[src/sv/kvs_pkg.sv]
`timescale 1ns / 1ps
package kvs_pkg;
   localparam int TIME_W = 32;
   localparam int VAL_W  = 32;
   localparam int FRAC_W = 17;

   typedef enum logic {
      OP_WRITE  = 1'b0,
      OP_SAMPLE = 1'b1
   } op_type;

   // front-to-back queue entry
   typedef struct packed {
      op_type            op;
      logic [5:0]        key_index;
      logic [TIME_W-1:0] key_time;
      logic [VAL_W-1:0]  key_x;
      logic [VAL_W-1:0]  key_y;
      logic [VAL_W-1:0]  key_z;
      logic [TIME_W-1:0] query_time;
   } cmd_type;

   typedef struct packed {
      logic [VAL_W-1:0] x;
      logic [VAL_W-1:0] y;
      logic [VAL_W-1:0] z;
   } vec_type;
endpackage

[src/sv/kvs_front.sv]
`timescale 1ns / 1ps
// two-entry queue of registered commands toward the back end
module kvs_front
   import kvs_pkg::*;
(
   input  logic    clock,
   input  logic    reset,
   input  logic    in_valid,
   output logic    in_ready,
   input  cmd_type in_cmd,
   output logic    out_valid,
   input  logic    out_ready,
   output cmd_type out_cmd
);
   cmd_type    q_ff [2];
   logic [1:0] cnt_ff, cnt_in;
   logic       rd_ff, rd_in;
   logic       push, pop;

   assign in_ready  = (cnt_ff != 2'd2);
   assign push      = in_valid && in_ready;
   assign out_valid = (cnt_ff != 2'd0);
   assign pop       = out_valid && out_ready;
   assign out_cmd   = q_ff[rd_ff];

   always_comb begin
      cnt_in = cnt_ff + {1'b0, push} - {1'b0, pop};
      rd_in  = pop ? ~rd_ff : rd_ff;
   end

   always_ff @(posedge clock) begin
      if (reset) begin
         cnt_ff <= 2'd0;
         rd_ff  <= 1'b0;
      end else begin
         cnt_ff <= cnt_in;
         rd_ff  <= rd_in;
      end
      if (push) begin
         q_ff[rd_ff ^ cnt_ff[0]] <= in_cmd;
      end
   end

`ifndef SYNTHESIS
   a_no_overflow: assert property (@(posedge clock) disable iff (reset)
      cnt_ff == 2'd2 |-> !in_ready) else $error("queue overflow");
   a_cnt_range: assert property (@(posedge clock) disable iff (reset)
      cnt_ff != 2'd3) else $error("queue count out of range");
   a_pop_then_rd: assert property (@(posedge clock) disable iff (reset)
      pop |=> rd_ff != $past(rd_ff)) else $error("read pointer stuck");
`endif
endmodule

[config.mk]
export PLATFORM = sky130hd
export DESIGN_NAME = kvs_front
export DESIGN_NICKNAME = d
export VERILOG_FILES = /design/src/sv/kvs_pkg.sv /design/src/sv/kvs_front.sv
export SDC_FILE = /design/constraint.sdc
export NUM_CORES = 1
export LEC_CHECK = 0
export ABC_AREA = 1
export BUFFER_PORTS_ARGS = -buffer_cell sky130_fd_sc_hd__buf_2
export CAP_MARGIN = 5
export CELL_PAD_IN_SITES_DETAIL_PLACEMENT = 1
export CELL_PAD_IN_SITES_GLOBAL_PLACEMENT = 1
export CORE_MARGIN = 4
export CORE_UTILIZATION = 35
export DETAILED_ROUTE_END_ITERATION = 10
export PLACE_DENSITY = 0.67
export SYNTH_ARGS = -nofsm -noshare
export SYNTH_HDL_FRONTEND = slang
export SYNTH_SLANG_ARGS = --single-unit
[constraint.sdc]
create_clock -name clock -period 11.4 [get_ports clock]
set_input_delay 0.57 -clock clock [delete_from_list [all_inputs] [get_ports clock]]
set_output_delay 0.57 -clock clock [all_outputs]
set_load 0.01 [all_outputs]
; ---- After elaboration in Yosys (flattened, before gate mapping)
; Memories as Yosys holds them, arrays and structs flattened. A register that Yosys moved wholly into a read port is not among the register bits.
; Cells that the tools add are included.
[classes]
add_sub_neg = 2
n_eq_ne = 1
n_mux = 4
bitwise = 2
n_reduce_logical = 3
[ops]
columns = op, n
row1 = 1-bit two-way mux, 4
row2 = 2-bit by 1-bit adder with 2-bit output, 1
row3 = 1-bit logical AND, 2
row4 = 2-bit != test (second input constant), 1
row5 = 2-bit nonzero test, 1
row6 = 2-bit by 1-bit subtractor with 2-bit output, 1
row7 = 1-bit inverter, 1
row8 = 1-bit XOR, 1
[word_totals]
regBits = 3
ram_bits = 334
inputBits = 171
out_inout_bits = 169
wordCells = 15
mem_count = 1
[memory_table]
columns = memory, words, width, read_ports, rd_clocked_by_memory_dff, wr, line
row1 = q_ff, 2, 167, 1, 1, 1, kvs_front.sv:15  ; cmd_type q_ff [2];

; ---- Logic depth before layout (Yosys ltp)
[logic_depth]
depth_word = 4
ltp_mapped = 11
depth_no_buf = 11

; ---- Least setup slack after synthesis
; No wires, ideal clock.
[synth_path]
path_type = input-to-reg
from = in in_valid
to = mem q_ff[1][0] (netlist bit) (enable)
setup_ps = 716
arrival_ps = 8025
required_time_ps = 10684
slack_ps = 2659
path_stages = 2
path_buffers = 0
cell_sequence = nand2_1 -> nor2b_1
[synth_via]
elab_chain_len = 3
[synth_rtl]
columns = item, line
row1 = "start, declared", kvs_front.sv:8  ; input logic in_valid,
row2 = 1-bit logical AND, kvs_front.sv:21  ; assign push = in_valid && in_ready;
row3 = 1-bit two-way mux, kvs_front.sv:39  ; if (push) begin
row4 = 1-bit two-way mux (implied by the code), kvs_front.sv:40  ; q_ff[rd_ff ^ cnt_ff[0]] <= in_cmd;
row5 = "end, declared", kvs_front.sv:15
; Every way passes these cells.

==> results.md <==
* Placed cell area at 0.0150 sq mm
* Slew headroom at 29.3%
* PD cells at 262 mW/mm^2
* FP Rows at 69
* Clock skew at 0.0102 ns
* Post-DP HPWL at 18.9 mm
* First-pass GRT wire length at 40.4 mm
* Crit path cell chain: buf_4 -> buf_4 -> mux2_4 -> buf_2
* Overall Global Routing Usage at 13.4%
* Via count at 6351
* Initial core utilization at 35.8%
* Period minus WS final at 3.89 ns
* DR vias/cell at 4.52
* Yosys Warn Count at 0
* Worst path bufs/invs at 3
* Mapped Cells at 554
* # resized after CTS at 0
* Drt initial violations at 206
* R2R Path End: q_ff[1][61]$_DFFE_PP_
* Status: complete, no violations
* Clk pin slew, worst setup/hold paths at 0.06 ns
* Initial antenna violation count at 1
* Final WL at 27.7 mm
* Actual slew at the worst max-slew pin at 1.06 ns
* Max VDD drop at 0.000153 V
* CP Depth at 4
* RSZ-0062 raised after global routing: no
* Leakage at 6.22 nW
* TritonCTS buffer count at 36
* MaxCap Viol Count at 0
* CTS tree: yes
* Synth Area per Inst at 23.1 sq um
* CP endpoint kind: primary output
* TNS Setup at 0 ns
* DRC viols at 0
* Critical Path Sink: out_cmd[93]
* Pins Over Slew Limit at 0
* Max Buffers Root-to-Sink at 3
* Die Height at 199 um
* Routability cong. at 0.743
* Clk sinks at 338
* PortBufs at 339
* Die width at 199 um
* Syn Nets at 727
* Number of global-route vias before repair at 6942
* CP peak stage delay at 0.86 ns
* #FFs+latches synth at 338
* Post-synthesis instance area at 0.0128 sq mm
* Cts hold-fix bufs at 0
* Final Setup Violations at 0
* Fin nets at 1092
* Distinct cells, synth at 14
* Flop2flop setup slack at 8.78 ns
* Reg2reg start: cnt_ff[0]$_SDFF_PP0_
* Post-Place Setup Slack at 8.01 ns
* Final Total Pwr at 4.20 mW
* IO Pins at 340
* Max Freq at 257 MHz
* Period utilization at 34.2%
* Tightest Hold Check Type: primary input to flop
* Final ANT Viol Nets at 0
* Hold Fails Final Rpt at 0
* Maximum level of the CTS H-tree at 2
* Root Buffer: clkbuf_16
* Sequential area share after synthesis at 78.9%
* Crit path top cell by count: buf_4
* Die area at 0.0397 sq mm
* Critical path required time at 10.83 ns
* Share of layout cells above drive strength 1 at 59.7%
* 1st-pass router iterations at 4
* Postcts setup bufs at 0
* Setup CP Type: flop to primary output
* Synth top area cells: edfxtp_1 (78%), mux2_4 (15%), mux2_2 (3.3%), buf_6 (1.4%), dfxtp_1 (0.62%)
* Crit-path max FO at 56
* Clk_lat worst skew at 0.52 ns
* Largest net degree at the start of global routing at 168
* Setup crit start kind: flop
* Yosys top cell area share at 78.3%
* WL per Instance at 19.7 um
* Design Area, Final at 0.0161 sq mm
* Crit path DAT at 3.32 ns
* Layout area overhead at 25.4%
* FF-to-FF path depth at 4
* Worst setup margin at 7.51 ns
* Core area at 0.0358 sq mm
* Top delay family on crit path: buffers and inverters
* Grt ovf at 0
* Crit-path slowest cell: buf_4
* Area leader, netlist: edfxtp_1
## metal layers
metal | track usage [%] | part of all wire (%) | vias up
li1 | - | - | 2918
met4 | 5.41 | 3.2 | 0
met2 | 22.8 | 50 | 230
met3 | 4.62 | 7.9 | 57
met1 | 15.5 | 39 | 3146
met5 | 0 | 0 | -
## report_power, final
| group | internal [mW] | switching, mW | total, mW |
|---|---|---|---|
| Combinational | 0.552 | 0.665 | 1.22 |
| Sequential | 1.81 | 0.0994 | 1.91 |
| Clock | 0.637 | 0.442 | 1.08 |
## per-stage QoR
step	utilization (%)	hold WS, ns	cells
final	44.8	0.218	1406
after global routing	44.8	0.192	1404
after CTS	44.8	0.172	1403
after detailed placement	41.8	0.561	1342
after global placement	41.8	0.541	1342
after floorplan	-	0.513	554
## cell usage after synthesis (all sizes together)
master	count
nor2	8
nand3	2
buf	19
xor2	1
nand2	7
a21oi	1
inv	8
nor2b	1
dfxtp	4
ha	2
mux2	167
edfxtp	334
## worst min path at each step
stage | to | slack, ns | start | depth (start not counted)
3_3_place_gp | rd_ff$_SDFFE_PP0P_ | 0.54 | rd_ff$_SDFFE_PP0P_ | 2
4_1_cts | cnt_ff[0]$_SDFF_PP0_ | 0.17 | reset | 2
6_report | cnt_ff[0]$_SDFF_PP0_ | 0.22 | reset | 2
3_5_place_dp | rd_ff$_SDFFE_PP0P_ | 0.56 | rd_ff$_SDFFE_PP0P_ | 2
5_1_grt | cnt_ff[0]$_SDFF_PP0_ | 0.19 | reset | 2
2_1_floorplan | flop | 0.51 | rd_ff$_SDFFE_PP0P_ | 2
## cell families (layout without fill, tap and decap cells)
logic type / Yosys count / in the layout / share of synthesized area (%)
xor+xnor: 1 / 1 / 0.0684
flops: 338 / 338 / 78.9
other cells: 0 / 3 / 0
fa+ha+maj: 2 / 2 / 0.195
compound gates: 1 / 1 / 0.0390
mux: 167 / 167 / 18.5
buf+inv: 27 / 415 / 1.76
simple gates: 18 / 18 / 0.566
## flip-flops by register name, summed over array words and instances (netlist names), named ones only
register,cells
rd_ff,1
cnt_ff,2
q_ff,334
## placed cells by master (no fill, tap or decap), types with 2 or more instances in the layout
cell type,n
nand3_1,2
buf_4,6
clkinv_2,6
ha_1,2
diode_2,3
inv_1,8
clkbuf_1,9
clkinv_1,6
clkbuf_16,37
edfxtp_1,334
mux2_2,37
nor2_1,7
bufinv_16,2
buf_2,339
mux2_4,130
nand2_1,7
dfxtp_1,3
## area by class of cell
cell class              instances  area [sq um]
fillers                      3438         19800
flip-flops and latches        338         10100
multi-input cells             189          2490
repair buffers                346          1760
clock buffers                  46           960
well taps                     461           577
clock inverters                15           120
inverters                       8          30.0
diodes                          3          7.51
## worst reg2reg max path: cells and delay by family, from the launching register on
family / cells / cell delay, ns
buffers and inverters: 2 / 1.32
DFF: 1 / 0.39
xor gates and xnor gates: 1 / 0.29
and+or+nand+nor: 1 / 0.22
(Power assumes the default switching activity.)
